$ cat config.mk
export PLATFORM = sky130hd
export DESIGN_NAME = flash_patch_breakpoint_unit
export DESIGN_NICKNAME = d
export VERILOG_FILES = /design/src/rtl/fpb_pkg.sv /design/src/rtl/fpb_comp_bank.sv /design/src/rtl/flash_patch_breakpoint_unit.sv
export SDC_FILE = /design/constraint.sdc
export NUM_CORES = 1
export LEC_CHECK = 0
export CAP_MARGIN = 20
export CORE_MARGIN = 8
export CORE_UTILIZATION = 54
export CTS_BUF_LIST = sky130_fd_sc_hd__clkbuf_4 sky130_fd_sc_hd__clkbuf_8 sky130_fd_sc_hd__clkbuf_16
export DETAILED_ROUTE_END_ITERATION = 10
export DONT_BUFFER_PORTS = 1
export HOLD_SLACK_MARGIN = 0.06
export PLACE_DENSITY = 0.78
export SYNTH_ARGS = -nofsm -noshare
export SYNTH_HDL_FRONTEND = slang
export SYNTH_SLANG_ARGS = --single-unit
export TNS_END_PERCENT = 20
$ cat constraint.sdc
create_clock -name clk -period 7.1 [get_ports clk]
set_input_delay 0.355 -clock clk [delete_from_list [all_inputs] [get_ports clk]]
set_output_delay 0.355 -clock clk [all_outputs]
set_load 0.005 [all_outputs]
$ cat src/rtl/fpb_pkg.sv
// ----------------------------------------------------------------------------
// fpb_pkg
// Shared types and constants for the flash patch breakpoint unit.
// ----------------------------------------------------------------------------
package fpb_pkg;

	// Command codes on the input channel
	localparam logic [1:0] CMD_READ  = 2'd0;
	localparam logic [1:0] CMD_WRITE = 2'd1;
	localparam logic [1:0] CMD_FETCH = 2'd2;

	localparam int unsigned OFFSET_W = 12;
	localparam int unsigned DATA_W   = 32;
	localparam int unsigned IDX_W    = 4;

	// Register window
	localparam logic [OFFSET_W-1:0] OFS_CONTROL   = 12'h000;
	localparam logic [OFFSET_W-1:0] OFS_COMP_BASE = 12'h008;

	// Control register fields
	localparam int unsigned CTRL_ENABLE_BIT  = 0;
	localparam int unsigned CTRL_KEY_BIT     = 1;
	localparam int unsigned CTRL_COUNT_SHIFT = 4;
	localparam int unsigned CTRL_REV_SHIFT   = 28;
	localparam logic [3:0]  CTRL_REVISION    = 4'd1;

	localparam int unsigned DEFAULT_NUM_COMPARATORS = 6;

	// Access request from the top level to the comparator bank
	typedef struct packed {
		logic                wr_en;
		logic [OFFSET_W-1:0] offset;
		logic [DATA_W-1:0]   wdata;
	} bank_req_t;

	// Read and match results from the comparator bank
	typedef struct packed {
		logic [DATA_W-1:0] rdata;
		logic              hit;
		logic [IDX_W-1:0]  idx;
	} bank_rsp_t;

endpackage

$ cat src/rtl/fpb_comp_bank.sv
// ----------------------------------------------------------------------------
// fpb_comp_bank
// Comparator word storage with register decode, read mux and priority match.
// ----------------------------------------------------------------------------
module fpb_comp_bank #(
	parameter int unsigned NUM_COMPARATORS = fpb_pkg::DEFAULT_NUM_COMPARATORS
) (
	input  logic                           clk,
	input  logic                           arst_n,
	input  fpb_pkg::bank_req_t             req,
	input  logic [fpb_pkg::DATA_W-1:0]     fetch_address,
	output fpb_pkg::bank_rsp_t             rsp
);
	import fpb_pkg::*;

	logic [DATA_W-1:0]          words_q [NUM_COMPARATORS];
	logic [NUM_COMPARATORS-1:0] sel;
	logic [NUM_COMPARATORS-1:0] match;

	// One-hot slot decode: word n sits at base + 4*n
	always_comb begin
		for (int i = 0; i < NUM_COMPARATORS; i++) begin
			sel[i] = (req.offset == (OFS_COMP_BASE + OFFSET_W'(4 * i)));
		end
	end

	always_ff @(posedge clk or negedge arst_n) begin
		if (!arst_n) begin
			for (int i = 0; i < NUM_COMPARATORS; i++) begin
				words_q[i] <= '0;
			end
		end else begin
			for (int i = 0; i < NUM_COMPARATORS; i++) begin
				if (req.wr_en && sel[i]) begin
					words_q[i] <= req.wdata;
				end
			end
		end
	end

	// Match on enabled comparators, address with bit 0 cleared
	always_comb begin
		for (int i = 0; i < NUM_COMPARATORS; i++) begin
			match[i] = words_q[i][0] && ({words_q[i][DATA_W-1:1], 1'b0} == fetch_address);
		end
	end

	always_comb begin
		rsp.rdata = '0;
		rsp.hit   = |match;
		rsp.idx   = '0;
		for (int i = 0; i < NUM_COMPARATORS; i++) begin
			if (sel[i]) begin
				rsp.rdata = rsp.rdata | words_q[i];
			end
		end
		// Walk downward so the lowest match wins
		for (int i = NUM_COMPARATORS - 1; i >= 0; i--) begin
			if (match[i]) begin
				rsp.idx = IDX_W'(i);
			end
		end
	end

endmodule

$ cat src/rtl/flash_patch_breakpoint_unit.sv
// ----------------------------------------------------------------------------
// flash_patch_breakpoint_unit
// Register-window breakpoint unit: privileged register access plus fetch check.
// ----------------------------------------------------------------------------
// Path: input register, then result register; the decode, read mux and
//   comparator match sit between the two registers.
// Throughput: one word per cycle while out_ready stays high.
// Reset: arst_n clears the enable bit, all comparator words and both valid flags.
// ----------------------------------------------------------------------------
module flash_patch_breakpoint_unit #(
	parameter int unsigned NUM_COMPARATORS = fpb_pkg::DEFAULT_NUM_COMPARATORS
) (
	input  logic                             clk,
	input  logic                             arst_n,
	input  logic                             in_valid,
	output logic                             in_ready,
	input  logic [1:0]                       command,
	input  logic [fpb_pkg::OFFSET_W-1:0]     offset,
	input  logic [fpb_pkg::DATA_W-1:0]       write_data,
	input  logic                             user_access,
	input  logic [fpb_pkg::DATA_W-1:0]       fetch_address,
	output logic                             out_valid,
	input  logic                             out_ready,
	output logic [fpb_pkg::DATA_W-1:0]       read_data,
	output logic                             bus_error,
	output logic                             breakpoint_hit,
	output logic [fpb_pkg::IDX_W-1:0]        hit_index
);
	import fpb_pkg::*;

	// Input stage
	logic                valid_s1;
	logic [1:0]          command_s1;
	logic [OFFSET_W-1:0] offset_s1;
	logic [DATA_W-1:0]   write_data_s1;
	logic                user_access_s1;
	logic [DATA_W-1:0]   fetch_address_s1;

	logic enable_q;
	logic advance_s1;
	logic is_ctrl_s1;

	bank_req_t bank_req;
	bank_rsp_t bank_rsp;

	logic [DATA_W-1:0] ctrl_rdata;
	logic [DATA_W-1:0] rdata_d;
	logic              err_d;
	logic              hit_d;
	logic [IDX_W-1:0]  idx_d;

	// The input stage moves on when the result register is empty or drained
	assign advance_s1 = valid_s1 && (!out_valid || out_ready);
	assign in_ready   = !valid_s1 || advance_s1;

	always_ff @(posedge clk or negedge arst_n) begin
		if (!arst_n) begin
			valid_s1 <= 1'b0;
		end else if (in_ready) begin
			valid_s1 <= in_valid;
		end
	end

	// Payload capture, no reset needed
	always_ff @(posedge clk) begin
		if (in_valid && in_ready) begin
			command_s1       <= command;
			offset_s1        <= offset;
			write_data_s1    <= write_data;
			user_access_s1   <= user_access;
			fetch_address_s1 <= fetch_address;
		end
	end

	// Control register decode; a fetch ignores the offset and the privilege bit
	assign is_ctrl_s1 = (offset_s1 == OFS_CONTROL);

	// State changes only as the item leaves the input stage, so the next item
	// always sees them
	always_comb begin
		bank_req.wr_en  = advance_s1 && (command_s1 == CMD_WRITE) && !user_access_s1;
		bank_req.offset = offset_s1;
		bank_req.wdata  = write_data_s1;
	end

	fpb_comp_bank #(
		.NUM_COMPARATORS(NUM_COMPARATORS)
	) u_comp_bank (
		.clk           (clk),
		.arst_n        (arst_n),
		.req           (bank_req),
		.fetch_address (fetch_address_s1),
		.rsp           (bank_rsp)
	);

	// Control write needs the key bit
	always_ff @(posedge clk or negedge arst_n) begin
		if (!arst_n) begin
			enable_q <= 1'b0;
		end else if (bank_req.wr_en && is_ctrl_s1 && write_data_s1[CTRL_KEY_BIT]) begin
			enable_q <= write_data_s1[CTRL_ENABLE_BIT];
		end
	end

	// Control read: enable, comparator count, revision
	always_comb begin
		ctrl_rdata                                    = '0;
		ctrl_rdata[CTRL_ENABLE_BIT]                   = enable_q;
		ctrl_rdata[CTRL_COUNT_SHIFT +: 4]             = 4'(NUM_COMPARATORS);
		ctrl_rdata[CTRL_REV_SHIFT +: 4]               = CTRL_REVISION;
	end

	// Result selection; remap and unknown offsets fall through as zero
	always_comb begin
		rdata_d = '0;
		err_d   = 1'b0;
		hit_d   = 1'b0;
		idx_d   = '0;
		case (command_s1)
			CMD_READ: begin
				if (user_access_s1) begin
					err_d = 1'b1;
				end else if (is_ctrl_s1) begin
					rdata_d = ctrl_rdata;
				end else begin
					rdata_d = bank_rsp.rdata;
				end
			end
			CMD_WRITE: begin
				err_d = user_access_s1;
			end
			CMD_FETCH: begin
				if (enable_q && bank_rsp.hit) begin
					hit_d = 1'b1;
					idx_d = bank_rsp.idx;
				end
			end
			default: begin
				// reserved command: all-zero result
			end
		endcase
	end

	// Result register
	always_ff @(posedge clk or negedge arst_n) begin
		if (!arst_n) begin
			out_valid <= 1'b0;
		end else if (advance_s1) begin
			out_valid <= 1'b1;
		end else if (out_ready) begin
			out_valid <= 1'b0;
		end
	end

	always_ff @(posedge clk) begin
		if (advance_s1) begin
			read_data      <= rdata_d;
			bus_error      <= err_d;
			breakpoint_hit <= hit_d;
			hit_index      <= idx_d;
		end
	end

`ifndef SYNTHESIS
	a_err_excl_hit: assert property (@(posedge clk) disable iff (!arst_n)
		out_valid |-> !(bus_error && breakpoint_hit))
		else $error("bus error and breakpoint hit together");

	a_idx_zero_no_hit: assert property (@(posedge clk) disable iff (!arst_n)
		(out_valid && !breakpoint_hit) |-> (hit_index == '0))
		else $error("nonzero hit index without a hit");

	a_err_zero_data: assert property (@(posedge clk) disable iff (!arst_n)
		(out_valid && bus_error) |-> (read_data == '0))
		else $error("refused access returned data");

	a_hit_needs_enable: assert property (@(posedge clk) disable iff (!arst_n)
		(advance_s1 && (command_s1 == CMD_FETCH) && !enable_q) |=> !breakpoint_hit)
		else $error("breakpoint hit while unit disabled");

	a_ready_when_empty: assert property (@(posedge clk) disable iff (!arst_n)
		!valid_s1 |-> in_ready)
		else $error("input stalled with empty stage");
`endif

endmodule
# Yosys cells after proc, flatten, opt, wreduce, memory -nomap -nowiden
# Index checks and enable logic that the tools add are counted.
[word_totals]
register_bits = 312
input_bits = 83
out_inout_bits = 40
[classes]
eq_ne = 14
mux = 17
bitwise = 8
n_reduce_logical = 34
[op_table]
columns = ["operator", "n"]
rows = [
  ["== test 32 bit", 6],
  ["2-to-1 mux 32 bit", 6],
  ["bitwise OR 32 bit", 5],
  ["== test 12 x 5 -> 1 bit (second input constant)", 4],
  ["2-to-1 mux 29 bit", 1],
  ["== test 12 x 4 -> 1 bit (second input constant)", 2],
  ["logical AND 1 bit", 19],
  ["zero test 12 bit", 1],
  ["OR reduction 6 bit", 2],
  ["OR reduction 7 bit", 1],
  ["2-to-1 mux 3 bit", 2],
  ["OR reduction 3 bit", 2],
  ["2-to-1 mux 1 bit", 5],
  ["2-to-1 mux 2 bit", 2],
  ["OR reduction 4 bit", 1],
  ["zero test 1 bit", 3],
  ["NOT 1 bit", 3],
  ["== test 2 x 1 -> 1 bit (second input constant)", 1],
  ["== test 2 bit (second input constant)", 1],
  ["zero test 2 bit", 1],
  ["logical OR 1 bit", 2],
  ["case mux 1 bit (2 select lines)", 1],
  ["nonzero test 2 bit", 1],
  ["OR reduction 2 bit", 1],
]

# Depth between registers and ports, before layout
# Gate-level depths: netlist of the first run.
[depth]
depth_word = 13
depth_mapped = 9

# By module
# Synthesis of the first run repeated with hierarchy kept, for this count alone.
[unflattened]
hier_cells = 1010
hier_area_um2 = 14330.0
[modules_own_cells]
columns = ["module", "n_inst", "cells_each", "area_per_inst_um2"]
rows = [
  ["fpb_comp_bank", 1, 831, 10272.4],
  ["flash_patch_breakpoint_unit", 1, 179, 4057.6],
]

# Worst setup path before layout of the first run
# Ideal clock, no wire load.
[synth_timing]
kind = "reg2reg"
from = "register out_valid"
to = "register u_comp_bank.words_q[11] in the netlist's numbering"
setup_time_ps = 125
arrival_ps = 3001
required_time_ps = 6975
slack_ps = 3974
path_stages_with_launch = 7
path_buffers = 1
path_cell_list = "dfrtp_1 nand2b_1 and2_1 nand3_1 nor3_2 buf_2 mux2_2"
[synth_via]
elab_chain_len = 6
[synth_rtl]
columns = ["element", "line_no", "rtl"]
rows = [
  ["start: declaration", "flash_patch_breakpoint_unit.sv:22", "output logic out_valid,"],
  ["start signal: assignment", "flash_patch_breakpoint_unit.sv:147", "out_valid <= 1'b0;"],
  ["start signal: assignment", "flash_patch_breakpoint_unit.sv:149", "out_valid <= 1'b1;"],
  ["start signal: assignment", "flash_patch_breakpoint_unit.sv:151", "out_valid <= 1'b0;"],
  ["zero test 1 bit", "flash_patch_breakpoint_unit.sv:53", "assign advance_s1 = valid_s1 && (!out_valid || out_ready);"],
  ["logical OR 1 bit", "flash_patch_breakpoint_unit.sv:53", ""],
  ["logical AND 1 bit", "flash_patch_breakpoint_unit.sv:53", ""],
  ["net advance_s1", "flash_patch_breakpoint_unit.sv:40", "logic advance_s1;"],
  ["logical AND 1 bit (2 in a row)", "flash_patch_breakpoint_unit.sv:81", "bank_req.wr_en = advance_s1 && (command_s1 == CMD_WRITE) && !user_access_s1;"],
  ["logical AND 1 bit", "fpb_comp_bank.sv:34", "if (req.wr_en && sel[i]) begin"],
  ["end signal: indexed assignment", "fpb_comp_bank.sv:35", "words_q[i] <= req.wdata;"],
  ["end: declaration", "fpb_comp_bank.sv:16", "logic [DATA_W-1:0] words_q [NUM_COMPARATORS];"],
]
# The timed path passes the listed nets, and every way through them passes these cells.
# A chain may end at the register's enable or synchronous reset.

# Worst setup path in the final report of the first run
[layout_timing]
from = "register out_valid"
to = "register u_comp_bank.words_q[59] in the netlist's numbering"
# Same word-level chain as after synthesis.

==> flow_summary_export.csv, run 1 <==
group,metric,value,unit
drt,post_drt_wl_per_cell,28.2,µm
critical_path,cp-start-kind,"register",
sta,rsz0062_at_grt,"no",
sta,layout_min_cycle_time,3.69,ns
yosys,synth.lib_cells_used.distinct,39,
global_route,grt_use_total,0.257,
power_and_ir_drop,leakage,6.89,nW
finish,post-route-util,0.631,
clock_network,tritoncts,"yes",
clock_network,path_clk_slew,0.06,ns
floorplan,design.core.area,26000,µm²
floorplan,die-area,31800,µm²
yosys,synth_top_area_frac,0.343,
clock_network,root_buffer,"clkbuf_16",
yosys,synth_edf_count,116,
global_route,grt_max_degree,196,
drt,routed_wirelength,40.5,mm
drt,drtIter0Drc,1245,
drt,via_count,9128,
yosys,ys.flop_type,"dfrtp_1",
finish,final_cell_mix,"195 x dfrtp_1, 182 x mux2_2, 116 x edfxtp_1, 104 x xor2_1, 91 x a22oi_1",
status,status,"complete, no violations",
yosys,synth_seq_cells,311,
global_route,grt_pass1_wl,60.4,mm
sta,finalSetupViolCount,0,
critical_path,required,7.49,ns
flow_run,cap_violations,0,
critical_path,worstPathMaxFanout,38,
drt,ant_nets,0,
yosys,syn_inst,1015,
critical_path,arrival,4.08,ns
clock_network,htreeDepth,2,
global_route,overflow,0,
finish,antennaDiodeCount,0,
finish,final_common_cell,"dfrtp_1",
sta,drv_slew,0,
clock_network,cts.sinks,311,
worst_hold_path,min-delay-path-class,"in -> reg",
yosys,yosys_warnings,0,
drt,dr.pass1.iters,6,
sta,timing.fmax,271,MHz
finish,area_growth,15.3,%
place,port_buffers,0,
place,gp_congestion,1.01,
yosys,ys_seq_area_frac,0.588,
finish,drive_gt1_frac,0.244,
floorplan,io_pins,123,
floorplan,rows,59,
yosys,syn_area,14200,µm²
global_route,grt_pass1_vias,9415,
clock_network,numCtsBuffers,34,
sta,tns,0,ns
sta,fin_crit_sh,0.520,
critical_path,cp_slowest_cell,"nor3_4",
floorplan,start_util,0.547,
critical_path,cpMostUsedCell,"buf_4",
critical_path,crit_path_max_incr_delay,1.00,ns
yosys,async_flop_share,0.627,
yosys,synth_top_area_cell,"dfrtp_1",
critical_path,critPathCaptureType,"register",
critical_path,crit_chain,"nand2b_1 > and2_2 > buf_4 > nand3_1 > nor3_4 > buf_4 > mux2_2",
sta,fin_skew,0.0108,ns
drt,post_drt_via_cell_ratio,6.37,
place,dpl.hpwl,25.8,mm
critical_path,critPathKind,"reg -> reg",
clock_network,ctsLongestPathBuffers,3,
floorplan,die_x,178,µm
drt,drc,0,
yosys,syn_nets,1098,
global_route,antenna_found_initial,0,
floorplan,die_y,178,µm
sta,worst_slew_pin_slew,1.16,ns
sta,relSlewSlack,0.225,
sta,hold_viol,0,
yosys,synth_area_leaders,"dfrtp_1 34%, edfxtp_1 24%, mux2_2 14%",
finish,layout.nets,1156,
finish,multiInputGateArea,5560,µm²
power_and_ir_drop,powerDensity,238,nW/µm²
power_and_ir_drop,ir_drop,0.000250,V
yosys,syn_avg_cell_area,14.0,µm²
clock_network,clk_latency,0.52,ns
finish,nFillCells,1945,
finish,ff_latch_area,8360,µm²
==> layout make-up <==
cell class / instances / share of cell area
tap: 335 / 0.0256
timing repair buffer: 94 / 0.0575
clock inverter: 16 / 0.00595
clock buffer: 46 / 0.0610
multi-input combinational: 630 / 0.339
inverter: 2 / 0.000458
sequential: 311 / 0.510
==> synthesized netlist by cell type (4+ instances only) <==
| cell type | n |
|---|---|
| clkbuf_1 | 42 |
| buf_2 | 15 |
| nor3_1 | 4 |
| nor2_1 | 15 |
| nor3_2 | 4 |
| nand2b_1 | 6 |
| nor3b_1 | 4 |
| dfrtp_1 | 195 |
| a21oi_1 | 8 |
| nor4_1 | 32 |
| mux2_1 | 11 |
| edfxtp_1 | 116 |
| xor2_1 | 104 |
| nand4_1 | 29 |
| a22oi_1 | 91 |
| mux2_2 | 182 |
| xnor2_1 | 82 |
| a31oi_1 | 29 |
| buf_4 | 15 |
==> stage by stage <==
stage	hold slack (ns)	worst slack, ns	power, mW	area, µm²	cells
CTS	0.103	3.41	3.92	16400	1433
floorplan	0.0594	3.97	2.07	14200	1015
global placement	0.0735	3.53	2.14	14400	1288
finish	0.121	3.41	3.90	16400	1434
detailed placement	0.0730	3.42	2.14	14400	1288
global route	0.137	3.25	4.02	16400	1434
==> worst max-delay path: cells and delay by family (launching register included) <==
family	cells	cell delay [ns]
AND/OR/NAND/NOR	4	1.84
multiplexers	1	0.38
buffers and inverters	2	0.91
flip-flops	1	0.41
==> flip-flops by register name, indices dropped and copies added (netlist names), 2 cells and up <==
| register | count |
|---|---|
| hit_index | 3 |
| command_s1 | 2 |
| write_data_s1 | 32 |
| u_comp_bank.words_q | 192 |
| fetch_address_s1 | 32 |
| offset_s1 | 12 |
| read_data | 32 |
==> cell families (layout without fill, tap and decap cells) <==
kind of cell	Yosys count	count (layout)	share of synthesized area
muxes	196	196	0.155
buffers and inverters	74	158	0.0248
other	1	1	0.000264
AOI/OAI and AO/OA	134	134	0.0669
and+or+nand+nor	113	113	0.0505
xor gates and xnor gates	186	186	0.115
DFF	311	311	0.588
==> routing by layer <==
layer	GRT usage	wire length, µm	up-vias
met1	0.339	16100	4641
li1	-	-	3883
met2	0.396	18600	491
met3	0.0764	4330	113
met5	0	0	-
met4	0.0985	1470	0
==> where the power goes <==
part	total (mW)	switching [mW]	internal [mW]
clock network	1.73	0.702	1.03
logic	0.184	0.112	0.0716
registers	1.99	0.0669	1.92
==> final timing paths <==
kind                            from  slack, ns  depth (start not counted)                  endpoint
max reg2reg                out_valid       3.41                          7   u_comp_bank.words_q[59]
max                        out_valid       3.41                          7   u_comp_bank.words_q[59]
min                        out_ready       0.12                          2                  valid_s1
min in group asynchronous     arst_n       0.49                          2   u_comp_bank.words_q[90]
max in group asynchronous     arst_n       5.66                          2  u_comp_bank.words_q[150]
min reg2reg                 valid_s1       0.48                          1                 out_valid
==> repair_timing <==
action | 4_1_cts | 5_1_grt
setup buffers | 0 | 0
endpoints found under the hold margin | 276 | 0
gates resized for setup | 0 | 0
hold buffers | 83 | 0
endpoints found under the setup margin | 0 | 0
Power figures use the tool's default switching activity.
==> inputs of run 2 (changes only) <==
PLACE_DENSITY = 0.81   (was 0.78)
clock period = 3 ns   (was 7.1 ns; I/O delays follow)
==> run 2 against run 1 <==
The run now ends with negative hold slack left. Utilization up 0.88 points. Clock-buffer cell count increased by 3. Wire length grew 4.3%. Global-route usage is 0.81 points higher. Sequential share of layout area fell by 0.70 points.
==> flow_summary_export.csv, run 2 (synthesis results as in run 1) <==
group,metric,value,unit
finish,antennaDiodeCount,0,
worst_hold_path,min-delay-path-class,"in -> async",
finish,drive_gt1_frac,0.257,
critical_path,worstPathMaxFanout,6,
critical_path,critPathCaptureType,"register",
flow_run,cap_violations,0,
drt,via_count,9316,
sta,relSlewSlack,0.478,
finish,final_cell_mix,"195 x dfrtp_1, 182 x mux2_2, 116 x edfxtp_1, 104 x xor2_1, 91 x a22oi_1",
global_route,overflow,0,
critical_path,critPathKind,"reg -> reg",
status,status,"finished with violations",
critical_path,arrival,3.11,ns
clock_network,cts_setup_buffers,0,
global_route,grt_use_total,0.265,
floorplan,rows,59,
sta,timing.fmax,354,MHz
finish,area_growth,16.9,%
critical_path,required,3.29,ns
finish,nFillCells,1919,
critical_path,cpMostUsedCell,"nor4_1",
sta,layout_min_cycle_time,2.82,ns
sta,tns,0,ns
drt,drtIter0Drc,1240,
floorplan,die_y,178,µm
finish,largest_register_ffs,192,
power_and_ir_drop,ir_drop,0.000512,V
clock_network,clk_latency,0.52,ns
global_route,antenna_found_initial,3,
clock_network,tritoncts,"yes",
finish,post-route-util,0.640,
clock_network,ctsLongestPathBuffers,3,
critical_path,crit_path_max_incr_delay,0.63,ns
critical_path,crit_chain,"xor2_1 > nor4_1 > nand4_1 > nor4_1 > nor3_1 > a311oi_1",
drt,drc,0,
finish,final_common_cell,"dfrtp_1",
drt,dr.pass1.iters,5,
finish,top_register,"u_comp_bank.words_q",
place,dpl.hpwl,27.7,mm
critical_path,critPathBufInv,0,
sta,timing.hold.ws,-0.661,ns
floorplan,io_pins,123,
critical_path,worstSetupStartpoint,"fetch_address_s1[22]",
drt,ant_nets,0,
clock_network,hold_buffers,82,
sta,drv_slew,0,
critical_path,ff2ff_path_depth,6,
sta,rsz0062_at_grt,"no",
power_and_ir_drop,powerDensity,570,nW/µm²
global_route,grt_pass1_wl,62.1,mm
clock_network,cts_resized,0,
drt,post_drt_wl_per_cell,29.2,µm
critical_path,r2r_slack,0.18,ns
sta,hold_viol,195,
place,gp_congestion,1.02,
critical_path,r2r_start,"fetch_address_s1[22]",
global_route,grt_pass1_vias,9615,
clock_network,htreeDepth,2,
clock_network,numCtsBuffers,35,
clock_network,path_clk_slew,0.06,ns
place,port_buffers,0,
status,violations,"negative hold slack",
drt,post_drt_via_cell_ratio,6.44,
sta,worst_slew_pin_slew,0.783,ns
critical_path,rr_endpoint,"breakpoint_hit",
sta,fin_crit_sh,0.941,
finish,layout.nets,1169,
critical_path,cp_slowest_cell,"nor4_1",
global_route,grt_max_degree,196,
clock_network,root_buffer,"clkbuf_16",
critical_path,crit_family,"simple AND/OR/NAND/NOR gates",
power_and_ir_drop,leakage,7.01,nW
sta,finalSetupViolCount,0,
sta,fin_skew,0.0222,ns
clock_network,cts.sinks,311,
critical_path,cp-start-kind,"register",
floorplan,die_x,178,µm
floorplan,start_util,0.547,
floorplan,design.core.area,26000,µm²
drt,routed_wirelength,42.2,mm
floorplan,die-area,31800,µm²
==> run 2: cell type report <==
class | instances | area, µm² | share of cell area
Inverter | 2 | 7.51 | 0.000452
Clock buffer | 49 | 1040 | 0.0626
Timing Repair Buffer | 106 | 1100 | 0.0662
Clock inverter | 13 | 146 | 0.00881
Tap cell | 335 | 419 | 0.0252
Sequential cell | 311 | 8360 | 0.503
Multi-Input combinational cell | 630 | 5540 | 0.333
==> run 2: worst max-delay path by stage <==
stage,endpoint,cells past startpoint
5_1_grt,breakpoint_hit,6
6_report,breakpoint_hit,6
4_1_cts,breakpoint_hit,6
3_5_place_dp,breakpoint_hit,6
2_1_floorplan,command_s1[0],2
3_3_place_gp,breakpoint_hit,6
==> run 2: layer usage <==
metal,share of wire,vias up,wire length (µm),GRT usage
met5,0.00083,-,35,0.00160
met4,0.055,6,2340,0.142
li1,-,3902,-,-
met3,0.10,144,4410,0.0756
met1,0.39,4672,16300,0.339
met2,0.45,592,19100,0.404
==> run 2: power by group <==
part | switching, mW | internal, mW
clock | 1.70 | 2.69
combinational | 0.231 | 0.171
sequential | 0.145 | 4.54
total | 2.08 | 7.40
==> run 2: per-stage QoR <==
stage	power, mW	worst slack (ns)	instance area [µm²]	hold WS, ns	cells
6_report	9.48	0.178	16600	-0.661	1446
5_1_grt	9.70	0.0846	16600	-0.672	1446
4_1_cts	9.51	0.187	16600	-0.674	1446
3_5_place_dp	5.07	0.214	14600	-0.132	1302
3_3_place_gp	5.07	0.243	14600	-0.131	1302
2_1_floorplan	4.91	0.151	14200	-0.146	1015
